### src/hw/rtl/traffic_light_controller_macros.svh
// ----------------------------------------------------------------------------
// Traffic light controller assertion macros
// Shared concurrent assertion forms, clocked on the rising edge and
// disabled while reset is low.
// ----------------------------------------------------------------------------
`ifndef TRAFFIC_LIGHT_CONTROLLER_MACROS_SVH
`define TRAFFIC_LIGHT_CONTROLLER_MACROS_SVH

// The consequent holds in the same cycle as the antecedent.
`define TLC_ASSERT_SAME(label, clk, rst_n, ante, cons) \
  label: assert property (@(posedge clk) disable iff (!rst_n) (ante) |-> (cons)) \
    else $error("tlc assertion failed in the same cycle");

// The consequent holds in the cycle after the antecedent.
`define TLC_ASSERT_NEXT(label, clk, rst_n, ante, cons) \
  label: assert property (@(posedge clk) disable iff (!rst_n) (ante) |=> (cons)) \
    else $error("tlc assertion failed in the next cycle");

`endif

### src/hw/rtl/tlc_pkg.sv
// ----------------------------------------------------------------------------
// Traffic light controller package
// Types, mode and phase codes, display kinds and reset constants.
// ----------------------------------------------------------------------------
`default_nettype none

package tlc_pkg;

  localparam logic [1:0] MODE_NORMAL    = 2'd0;
  localparam logic [1:0] MODE_NIGHT     = 2'd1;
  localparam logic [1:0] MODE_EMERGENCY = 2'd2;

  localparam logic [1:0] PHASE_NS_GREEN  = 2'd0;
  localparam logic [1:0] PHASE_NS_YELLOW = 2'd1;
  localparam logic [1:0] PHASE_EW_GREEN  = 2'd2;
  localparam logic [1:0] PHASE_EW_YELLOW = 2'd3;

  localparam logic [1:0] KIND_COUNT     = 2'd0;
  localparam logic [1:0] KIND_NIGHT     = 2'd1;
  localparam logic [1:0] KIND_EMERGENCY = 2'd2;

  localparam logic [1:0] REG_GREEN_SECONDS   = 2'd0;
  localparam logic [1:0] REG_YELLOW_FLASHES  = 2'd1;
  localparam logic [1:0] REG_TICKS_PER_SEC   = 2'd2;
  localparam logic [1:0] REG_EMER_STEP_TICKS = 2'd3;

  localparam logic [6:0] COUNT_MAX         = 7'd99;
  localparam logic [6:0] RST_GREEN_SECONDS = 7'd30;
  localparam logic [3:0] RST_YELLOW_FLASH  = 4'd3;
  localparam logic [9:0] RST_TICKS_PER_SEC = 10'd100;
  localparam logic [9:0] RST_EMER_STEP     = 10'd90;

  typedef struct packed {
    logic [6:0] green_seconds;
    logic [3:0] yellow_flashes;
    logic [9:0] ticks_per_second;
    logic [9:0] emergency_step_ticks;
  } tlc_cfg_t;

  typedef struct packed {
    logic       ns_green;
    logic       ns_yellow;
    logic       ns_red;
    logic       ew_green;
    logic       ew_yellow;
    logic       ew_red;
    logic [1:0] display_kind;
    logic [6:0] display_value;
    logic [2:0] sweep_position;
  } tlc_result_t;

endpackage

`default_nettype wire

### src/hw/rtl/tlc_cfg.sv
// ----------------------------------------------------------------------------
// Traffic light controller configuration registers
// APB-style register file holding the four timing registers.
// ----------------------------------------------------------------------------
`default_nettype none

module tlc_cfg
  import tlc_pkg::*;
(
  input  wire logic        clk,
  input  wire logic        rst_n,
  input  wire logic        psel,
  input  wire logic        penable,
  input  wire logic        pwrite,
  input  wire logic [3:0]  paddr,
  input  wire logic [31:0] pwdata,
  output logic [31:0]      prdata,
  output logic             pready,
  output tlc_cfg_t         cfg
);

  tlc_cfg_t   cfg_r;
  logic       wr_en;
  logic [1:0] reg_idx;

  assign pready  = 1'b1;
  assign reg_idx = paddr[3:2];
  assign wr_en   = psel & penable & pwrite & pready;
  assign cfg     = cfg_r;

  always_ff @(posedge clk) begin
    if (!rst_n) begin
      cfg_r.green_seconds        <= RST_GREEN_SECONDS;
      cfg_r.yellow_flashes       <= RST_YELLOW_FLASH;
      cfg_r.ticks_per_second     <= RST_TICKS_PER_SEC;
      cfg_r.emergency_step_ticks <= RST_EMER_STEP;
    end else if (wr_en) begin
      case (reg_idx)
        REG_GREEN_SECONDS:   cfg_r.green_seconds        <= pwdata[6:0];
        REG_YELLOW_FLASHES:  cfg_r.yellow_flashes       <= pwdata[3:0];
        REG_TICKS_PER_SEC:   cfg_r.ticks_per_second     <= pwdata[9:0];
        REG_EMER_STEP_TICKS: cfg_r.emergency_step_ticks <= pwdata[9:0];
        default: ;
      endcase
    end
  end

  always_comb begin
    case (reg_idx)
      REG_GREEN_SECONDS:   prdata = {25'd0, cfg_r.green_seconds};
      REG_YELLOW_FLASHES:  prdata = {28'd0, cfg_r.yellow_flashes};
      REG_TICKS_PER_SEC:   prdata = {22'd0, cfg_r.ticks_per_second};
      REG_EMER_STEP_TICKS: prdata = {22'd0, cfg_r.emergency_step_ticks};
      default:             prdata = 32'd0;
    endcase
  end

endmodule

`default_nettype wire

### src/hw/rtl/tlc_core.sv
// ----------------------------------------------------------------------------
// Traffic light controller sequencing core
// Holds the mode, phase and timing state and works out the state and the
// lamp and display result for each accepted tick.
// ----------------------------------------------------------------------------
`default_nettype none

module tlc_core
  import tlc_pkg::*;
(
  input  wire logic  clk,
  input  wire logic  rst_n,
  input  wire logic  step,
  input  wire logic  add_press,
  input  wire logic  decrease_press,
  input  wire logic  night_press,
  input  wire logic  emergency_press,
  input  wire tlc_cfg_t cfg,
  output tlc_result_t result
);

  logic [1:0] mode_r,   mode_nxt;
  logic [1:0] phase_r,  phase_nxt;
  logic [6:0] sec_r,    sec_nxt;
  logic [3:0] flash_r,  flash_nxt;
  logic       lit_r,    lit_nxt;
  logic [9:0] tick_r,   tick_nxt;
  logic [2:0] sweep_r,  sweep_nxt;

  logic [9:0]  per_second;
  logic [9:0]  per_half;
  logic [9:0]  per_emer;
  logic [6:0]  green_start;
  logic [3:0]  flash_start;
  logic [10:0] tick_inc;
  logic [6:0]  sec_adj;
  logic [3:0]  flash_dec;
  logic        sec_done;
  logic        half_done;
  logic        emer_done;

  always_comb begin
    per_second  = (cfg.ticks_per_second == 10'd0) ? 10'd1 : cfg.ticks_per_second;
    per_half    = (cfg.ticks_per_second[9:1] == 9'd0) ? 10'd1
                                                       : {1'b0, cfg.ticks_per_second[9:1]};
    per_emer    = (cfg.emergency_step_ticks == 10'd0) ? 10'd1 : cfg.emergency_step_ticks;
    if (cfg.green_seconds == 7'd0) begin
      green_start = 7'd1;
    end else if (cfg.green_seconds > COUNT_MAX) begin
      green_start = COUNT_MAX;
    end else begin
      green_start = cfg.green_seconds;
    end
    flash_start = (cfg.yellow_flashes == 4'd0) ? 4'd1 : cfg.yellow_flashes;
    tick_inc    = {1'b0, tick_r} + 11'd1;
    sec_done    = tick_inc >= {1'b0, per_second};
    half_done   = tick_inc >= {1'b0, per_half};
    emer_done   = tick_inc >= {1'b0, per_emer};
    if (decrease_press) begin
      sec_adj = (sec_r > 7'd0) ? sec_r - 7'd1 : sec_r;
    end else if (add_press) begin
      sec_adj = (sec_r < COUNT_MAX) ? sec_r + 7'd1 : sec_r;
    end else begin
      sec_adj = sec_r;
    end
    flash_dec = (flash_r > 4'd0) ? flash_r - 4'd1 : flash_r;
  end

  always_comb begin
    mode_nxt  = mode_r;
    phase_nxt = phase_r;
    sec_nxt   = sec_r;
    flash_nxt = flash_r;
    lit_nxt   = lit_r;
    tick_nxt  = tick_r;
    sweep_nxt = sweep_r;
    if (mode_r != MODE_EMERGENCY && emergency_press) begin
      mode_nxt  = MODE_EMERGENCY;
      tick_nxt  = 10'd0;
      sweep_nxt = 3'd0;
    end else if (mode_r == MODE_NORMAL && night_press) begin
      mode_nxt = MODE_NIGHT;
      tick_nxt = 10'd0;
      lit_nxt  = 1'b0;
    end else if (mode_r == MODE_EMERGENCY) begin
      if (emer_done) begin
        tick_nxt  = 10'd0;
        sweep_nxt = sweep_r + 3'd1;
      end else begin
        tick_nxt = tick_inc[9:0];
      end
    end else if (mode_r == MODE_NIGHT) begin
      if (sec_done) begin
        tick_nxt = 10'd0;
        lit_nxt  = ~lit_r;
      end else begin
        tick_nxt = tick_inc[9:0];
      end
    end else if (!phase_r[0]) begin
      sec_nxt = sec_adj;
      if (sec_done) begin
        tick_nxt = 10'd0;
        if (sec_adj <= 7'd1) begin
          phase_nxt = phase_r + 2'd1;
          lit_nxt   = 1'b0;
          sec_nxt   = green_start;
          flash_nxt = flash_start;
        end else begin
          sec_nxt = sec_adj - 7'd1;
        end
      end else begin
        tick_nxt = tick_inc[9:0];
      end
    end else begin
      if (half_done) begin
        tick_nxt = 10'd0;
        if (!lit_r) begin
          lit_nxt = 1'b1;
        end else begin
          lit_nxt   = 1'b0;
          flash_nxt = flash_dec;
          if (flash_dec == 4'd0) begin
            phase_nxt = phase_r + 2'd1;
            sec_nxt   = green_start;
            flash_nxt = flash_start;
          end
        end
      end else begin
        tick_nxt = tick_inc[9:0];
      end
    end
  end

  always_comb begin
    result = '0;
    if (mode_nxt == MODE_EMERGENCY) begin
      result.ns_red         = 1'b1;
      result.ew_red         = 1'b1;
      result.display_kind   = KIND_EMERGENCY;
      result.sweep_position = sweep_nxt;
    end else if (mode_nxt == MODE_NIGHT) begin
      result.ns_yellow    = lit_nxt;
      result.ew_yellow    = lit_nxt;
      result.display_kind = KIND_NIGHT;
    end else begin
      result.display_kind = KIND_COUNT;
      case (phase_nxt)
        PHASE_NS_GREEN: begin
          result.ns_green      = 1'b1;
          result.ew_red        = 1'b1;
          result.display_value = sec_nxt;
        end
        PHASE_NS_YELLOW: begin
          result.ns_yellow     = lit_nxt;
          result.ew_red        = 1'b1;
          result.display_value = {3'd0, flash_nxt};
        end
        PHASE_EW_GREEN: begin
          result.ew_green      = 1'b1;
          result.ns_red        = 1'b1;
          result.display_value = sec_nxt;
        end
        default: begin
          result.ew_yellow     = lit_nxt;
          result.ns_red        = 1'b1;
          result.display_value = {3'd0, flash_nxt};
        end
      endcase
    end
  end

  always_ff @(posedge clk) begin
    if (!rst_n) begin
      mode_r  <= MODE_NORMAL;
      phase_r <= PHASE_NS_GREEN;
      sec_r   <= RST_GREEN_SECONDS;
      flash_r <= RST_YELLOW_FLASH;
      lit_r   <= 1'b0;
      tick_r  <= 10'd0;
      sweep_r <= 3'd0;
    end else if (step) begin
      mode_r  <= mode_nxt;
      phase_r <= phase_nxt;
      sec_r   <= sec_nxt;
      flash_r <= flash_nxt;
      lit_r   <= lit_nxt;
      tick_r  <= tick_nxt;
      sweep_r <= sweep_nxt;
    end
  end

endmodule

`default_nettype wire

### src/hw/rtl/tlc_out.sv
// ----------------------------------------------------------------------------
// Traffic light controller result register
// Holds one result word for the output channel and frees it for the next
// word in the cycle it is taken.
// ----------------------------------------------------------------------------
`default_nettype none

module tlc_out
  import tlc_pkg::*;
(
  input  wire logic   clk,
  input  wire logic   rst_n,
  input  wire logic   load,
  input  wire tlc_result_t result,
  output logic        can_load,
  output logic        out_valid,
  input  wire logic   out_ready,
  output tlc_result_t out_result
);

  logic        valid_r;
  tlc_result_t data_r;

  assign can_load   = !valid_r || out_ready;
  assign out_valid  = valid_r;
  assign out_result = data_r;

  always_ff @(posedge clk) begin
    if (!rst_n) begin
      valid_r <= 1'b0;
    end else if (load) begin
      valid_r <= 1'b1;
    end else if (out_ready) begin
      valid_r <= 1'b0;
    end
  end

  always_ff @(posedge clk) begin
    if (load) begin
      data_r <= result;
    end
  end

endmodule

`default_nettype wire

### src/hw/rtl/traffic_light_controller.sv
// ----------------------------------------------------------------------------
// Traffic light controller
// Two-way traffic light sequencer advanced by one tick word per input,
// giving one lamp and display word per tick.
// ----------------------------------------------------------------------------
//   Channel   Direction  Handshake          Payload
//   in_       input      in_valid/in_ready  add, decrease, night, emergency
//   out_      output     out_valid/out_ready lamps, display kind/value, sweep
//   APB       config     psel/penable/pready four timing registers
//
// Each accepted tick word's result is registered and shown the cycle after.
// A new word is accepted every cycle while the result register is empty or
// being taken; the state registers and the result register set that rate.
// Synchronous reset restores all registers but result data, and NS green.
// A stalled output holds its word and stops input acceptance.
// ----------------------------------------------------------------------------
`default_nettype none

module traffic_light_controller
  import tlc_pkg::*;
(
  input  wire logic        clk,
  input  wire logic        rst_n,
  input  wire logic        in_valid,
  output logic             in_ready,
  input  wire logic        in_add_press,
  input  wire logic        in_decrease_press,
  input  wire logic        in_night_press,
  input  wire logic        in_emergency_press,
  output logic             out_valid,
  input  wire logic        out_ready,
  output logic             out_ns_green,
  output logic             out_ns_yellow,
  output logic             out_ns_red,
  output logic             out_ew_green,
  output logic             out_ew_yellow,
  output logic             out_ew_red,
  output logic [1:0]       out_display_kind,
  output logic [6:0]       out_display_value,
  output logic [2:0]       out_sweep_position,
  input  wire logic        psel,
  input  wire logic        penable,
  input  wire logic        pwrite,
  input  wire logic [3:0]  paddr,
  input  wire logic [31:0] pwdata,
  output logic [31:0]      prdata,
  output logic             pready
);

`include "traffic_light_controller_macros.svh"

  tlc_cfg_t    cfg;
  tlc_result_t result;
  tlc_result_t out_result;
  logic        can_load;
  logic        step;

  assign in_ready = can_load;
  assign step     = in_valid & can_load;

  tlc_cfg u_cfg (
    .clk     (clk),
    .rst_n   (rst_n),
    .psel    (psel),
    .penable (penable),
    .pwrite  (pwrite),
    .paddr   (paddr),
    .pwdata  (pwdata),
    .prdata  (prdata),
    .pready  (pready),
    .cfg     (cfg)
  );

  tlc_core u_core (
    .clk             (clk),
    .rst_n           (rst_n),
    .step            (step),
    .add_press       (in_add_press),
    .decrease_press  (in_decrease_press),
    .night_press     (in_night_press),
    .emergency_press (in_emergency_press),
    .cfg             (cfg),
    .result          (result)
  );

  tlc_out u_out (
    .clk        (clk),
    .rst_n      (rst_n),
    .load       (step),
    .result     (result),
    .can_load   (can_load),
    .out_valid  (out_valid),
    .out_ready  (out_ready),
    .out_result (out_result)
  );

  assign out_ns_green       = out_result.ns_green;
  assign out_ns_yellow      = out_result.ns_yellow;
  assign out_ns_red         = out_result.ns_red;
  assign out_ew_green       = out_result.ew_green;
  assign out_ew_yellow      = out_result.ew_yellow;
  assign out_ew_red         = out_result.ew_red;
  assign out_display_kind   = out_result.display_kind;
  assign out_display_value  = out_result.display_value;
  assign out_sweep_position = out_result.sweep_position;

  `TLC_ASSERT_NEXT(a_emer_press_shows_sweep, clk, rst_n, step && in_emergency_press, out_valid && out_display_kind == KIND_EMERGENCY)
  `TLC_ASSERT_SAME(a_emer_all_red, clk, rst_n, out_valid && out_display_kind == KIND_EMERGENCY, out_ns_red && out_ew_red && !out_ns_green && !out_ew_green && !out_ns_yellow && !out_ew_yellow)
  `TLC_ASSERT_SAME(a_night_lamps, clk, rst_n, out_valid && out_display_kind == KIND_NIGHT, !out_ns_red && !out_ew_red && !out_ns_green && !out_ew_green && out_ns_yellow == out_ew_yellow)
  `TLC_ASSERT_SAME(a_count_one_red, clk, rst_n, out_valid && out_display_kind == KIND_COUNT, $onehot({out_ns_red, out_ew_red}) && out_display_value <= COUNT_MAX)

endmodule

`default_nettype wire
### config.mk
export PLATFORM = sky130hd
export DESIGN_NAME = traffic_light_controller
export DESIGN_NICKNAME = d
export VERILOG_FILES = /design/src/hw/rtl/tlc_pkg.sv /design/src/hw/rtl/tlc_cfg.sv /design/src/hw/rtl/tlc_core.sv /design/src/hw/rtl/tlc_out.sv /design/src/hw/rtl/traffic_light_controller.sv
export VERILOG_INCLUDE_DIRS = /design/src /design/src/hw/rtl
export SDC_FILE = /design/constraint.sdc
export NUM_CORES = 1
export LEC_CHECK = 0
export ABC_AREA = 1
export BUFFER_PORTS_ARGS = -buffer_cell sky130_fd_sc_hd__buf_2
export CELL_PAD_IN_SITES_DETAIL_PLACEMENT = 1
export CELL_PAD_IN_SITES_GLOBAL_PLACEMENT = 1
export CORE_MARGIN = 5
export CORE_UTILIZATION = 37
export DETAILED_ROUTE_END_ITERATION = 6
export GPL_TIMING_DRIVEN = 0
export PLACE_DENSITY_LB_ADDON = 0.1
export SYNTH_ARGS = -nofsm -noshare
export SYNTH_HDL_FRONTEND = slang
export SYNTH_SLANG_ARGS = --single-unit
### constraint.sdc
create_clock -name clk -period 2.9 [get_ports clk]
set_clock_uncertainty 0.15 [all_clocks]
set_input_delay 0.435 -clock clk [delete_from_list [all_inputs] [get_ports clk]]
set_output_delay 0.435 -clock clk [all_outputs]
set_load 0.05 [all_outputs]
==> impl_metrics.py <==
metrics = {
    "outcome": {
        "outcome": "finished with violations",
        "violations": "negative setup slack",
    },
    "global_routing": {
        "grt_pass1_vias": 6521,
        "grtUsageMet2_pct": 37.2,
        "grt_usage_pct": 22.1,
        "grt-busiest-layer": "met2",
        "antenna_found_initial": 0,
        "grt_use_met1_pct": 30.0,
        "grt_max_degree": 28,
        "met3_usage_pct": 3.83,
        "grt_pass1_wl_um": 34600,
        "grt_overflow": 0,
    },
    "clock_tree": {
        "clkLatencyLatePin_ns": 0.35,
        "cts_root_buffer": "clkbuf_16",
        "clockBufferDepth": 2,
        "clkTransAtPathRegs_ns": 0.07,
        "cts_buffers": 9,
        "clock_sinks": 79,
        "cts_max_level": 3,
        "cts_tree": "built",
        "ctsHoldBuffers": 0,
    },
    "layout": {
        "antenna_cells": 0,
        "area_growth_pct": 34.3,
        "nNetsFinal": 1166,
        "fillers": 2182,
        "final_cells": 1306,
        "fin_util_pct": 50.2,
        "layout-drive-gt1-share_pct": 30.4,
    },
    "setup_path": {
        "cpMostUsedCell": "nand2_1",
        "endpoint_kind": "flop",
        "critical-path-max-stage-delay_ns": 0.40,
        "crit_path_top_delay_cell": "dfxtp_4",
        "cp_num_buf_inv": 3,
        "cp_top_family": "simple AND/OR/NAND/NOR gates",
        "crit_required_ns": 3.02,
        "cp_max_fo": 5,
        "crit_chain": "nand2_2, nor3_4, nand2_4, xnor2_4, buf_4, ha_4, inv_1, nor3_2, nand2_1, o211ai_1, nand2_1, o21ai_2, nand2_1, nand2_2, nand2_4, nand2_2, nor2_2, nand3_2, inv_4, nand2_1, a21oi_2",
        "arrival_ns": 3.43,
        "path_class": "flop to flop",
        "startpoint_type": "flop",
    },
    "power_and_ir_drop": {
        "pwr_density_cell_mw_per_mm2": 429,
        "vdd_ir_drop_max_mv": 0.249,
        "internal_power_mw": 2.19,
        "p_comb_share_pct": 32.1,
        "switching_share_pct": 38.0,
        "p_leak_nw": 3.95,
        "p_clk_share_pct": 32.8,
        "p_sw_mw": 1.35,
        "seqPwrFrac_pct": 35.1,
    },
    "sta": {
        "drv_slew": 0,
        "setup_slack_ns": -0.406,
        "clock.fmax_mhz": 302,
        "finalHoldViolCount": 0,
        "slew_headroom_pct": 55.4,
        "tightest_slew_ns": 0.668,
        "rsz0062_at_grt": "yes",
        "fin_crit_ns": 3.31,
        "setup_viol_count_final": 42,
        "fin_crit_sh_pct": 114,
    },
    "synth": {
        "netlist_instances": 944,
        "synth_common_cells": "256 x nand2_1, 120 x inv_1, 79 x nor2_1, 75 x a21oi_1, 72 x nand3_1",
        "ys_ff_latch": 79,
        "synthArstFlopShare_pct": 0,
        "ys.warnings.count": 0,
        "synth.avg_cell_area_um2": 6.51,
        "synth.most_common_cell": "nand2_1",
        "synth.yosys.seq_area_share_pct": 28.7,
        "netlist.area_leader.share_pct": 19.9,
        "ys.flop_type": "dfxtp_1",
        "netlist_area_mm2": 0.00615,
        "synth-edff-count": 18,
        "synth_top_area_cell": "dfxtp_1",
        "synth.distinct_cells": 41,
        "synthTopCellsByArea": "dfxtp_1 20%, nand2_1 16%, edfxtp_1 8.8%, ha_1 7.7%, inv_1 7.3%",
    },
    "placement": {
        "place_inst": 1236,
        "portBuffers": 51,
        "dp_hpwl_um": 15900,
        "gp_congestion": 0.846,
    },
    "die": {
        "coreArea_mm2": 0.0165,
        "die_h_um": 139,
        "die_w_um": 139,
        "io_pins": 100,
        "num_rows": 47,
        "die_area_mm2": 0.0193,
        "initial_core_util_pct": 37.3,
    },
    "drt": {
        "drcViolationCount": 0,
        "dr.pass1.iters": 4,
        "wl_per_cell_um": 17.5,
        "ant_nets": 0,
        "drtIter0Drc": 403,
        "routed_wl_um": 22900,
        "vias": 6709,
        "via_per_inst": 5.14,
    },
    "worst_hold_path": {
        "hp-class": "input pin to flop",
    },
    "job": {
        "cap_violations": 0,
    },
}
[power groups by stage]
stage / combinational (mW) / sequential [mW] / clock [mW]
3_3_place_gp: 0.980 / 1.26 / 0
2_1_floorplan: 0.653 / 1.35 / 0
6_report: 1.14 / 1.24 / 1.16
4_1_cts: 1.04 / 1.24 / 1.17
5_1_grt: 1.24 / 1.25 / 1.21
3_5_place_dp: 0.990 / 1.26 / 0
[cell families (layout without fill, tap and decap cells)]
group                    count (synthesis)  in the layout  share of synthesized area [%]
AO/OA/AOI/OAI                          170            170                           15.3
XOR/XNOR                                11             11                           1.57
adder cells (fa/ha/maj)                 38             38                           7.73
buffers and inverters                  181            302                           13.1
flip-flops                              79             79                           28.7
other                                    2             23                          0.122
AND/OR/NAND/NOR                        463            463                           33.5
[area by class of cell]
cell class / count / area [um^2] / share of cell area (%)
clock buffers: 11 / 233 / 2.82
multi-input cells: 705 / 4350 / 52.7
clock inverters: 5 / 56.3 / 0.682
well taps: 220 / 275 / 3.33
flip-flops and latches: 79 / 1790 / 21.6
repair buffers: 105 / 708 / 8.58
plain buffers: 53 / 349 / 4.23
inverters: 128 / 495 / 6.00
[path summary, 6_finish.rpt]
kind	slack (ns)	cells after the start	from	end
min reg2reg	0.36	2	u_cfg.cfg[20]$_SDFFE_PN1P_	u_cfg.cfg[20]$_SDFFE_PN1P_
max reg2reg	-0.41	21	u_core.tick_r[2]$_SDFFE_PN0P_	u_core.tick_r[5]$_SDFFE_PN0P_
max	-0.41	21	u_core.tick_r[2]$_SDFFE_PN0P_	u_core.tick_r[5]$_SDFFE_PN0P_
min	0.23	4	out_ready	u_out.out_valid$_SDFFE_PN0P_
[flip-flops by register name, indices dropped and copies added (netlist names)]
name	count
u_core.mode_r	2
u_core.lit_r	1
u_core.phase_r	2
u_out.out_valid	1
u_core.tick_r	10
u_core.flash_r	4
u_core.sec_r	7
u_core.sweep_r	3
u_cfg.cfg	31
u_out.out_result	18
[routing by layer]
metal	vias up	wire length (um)	part of all wire [%]
li1	3313	-	-
met2	147	11100	48
met3	25	865	3.8
met1	3224	10600	46
met5	-	0	0
met4	0	318	1.4
[repair_timing]
action                     CTS  global route
gates cloned                 4             0
resized for setup           97            99
setup endpoints to repair   43            43
setup buffers               30            19
pin swaps                   33            51
[layout by cell type, fill, tap and decap left out, drive strengths merged]
master / instances
a31o: 1
or2: 1
nand3: 78
bufinv: 1
nor4: 2
clkbuf: 29
conb: 23
a21o: 1
inv: 126
o31ai: 2
xnor2: 3
nor3: 8
ha: 38
o211ai: 14
o22ai: 5
a21oi: 81
nand2: 270
clkinvlp: 1
buf: 140
o21ai: 62
nand3b: 3
o221ai: 3
edfxtp: 18
clkinv: 5
xor2: 8
nor2: 88
dfxtp: 61
a31oi: 1
nand4: 13
[worst reg2reg max path: cells and delay by family (launching register included)]
kind                     cells  cell delay [ns]
AND/OR/NAND/NOR             13             1.51
flip-flops                   1             0.40
buffers and inverters        3             0.38
AO/OA/AOI/OAI                3             0.30
XOR/XNOR                     1             0.30
adder cells (fa/ha/maj)      1             0.20
[metrics by stage]
| stage | hold WS, ns | instance area, um^2 | total power [mW] | setup slack (ns) | TNS (ns) |
|---|---|---|---|---|---|
| final | 0.229 | 8260 | 3.54 | -0.406 | -11.34 |
| after global routing | 0.249 | 8260 | 3.70 | -0.510 | -16.46 |
| after CTS | 0.228 | 7690 | 3.45 | -0.227 | -3.65 |
| after detailed placement | 0.346 | 6760 | 2.25 | -0.770 | -24.35 |
| after global placement | 0.332 | 6760 | 2.24 | -0.729 | -22.37 |
| after floorplan | 0.294 | 6230 | 2.01 | 0.00717 | 0 |
Power figures use the tool's default switching activity.
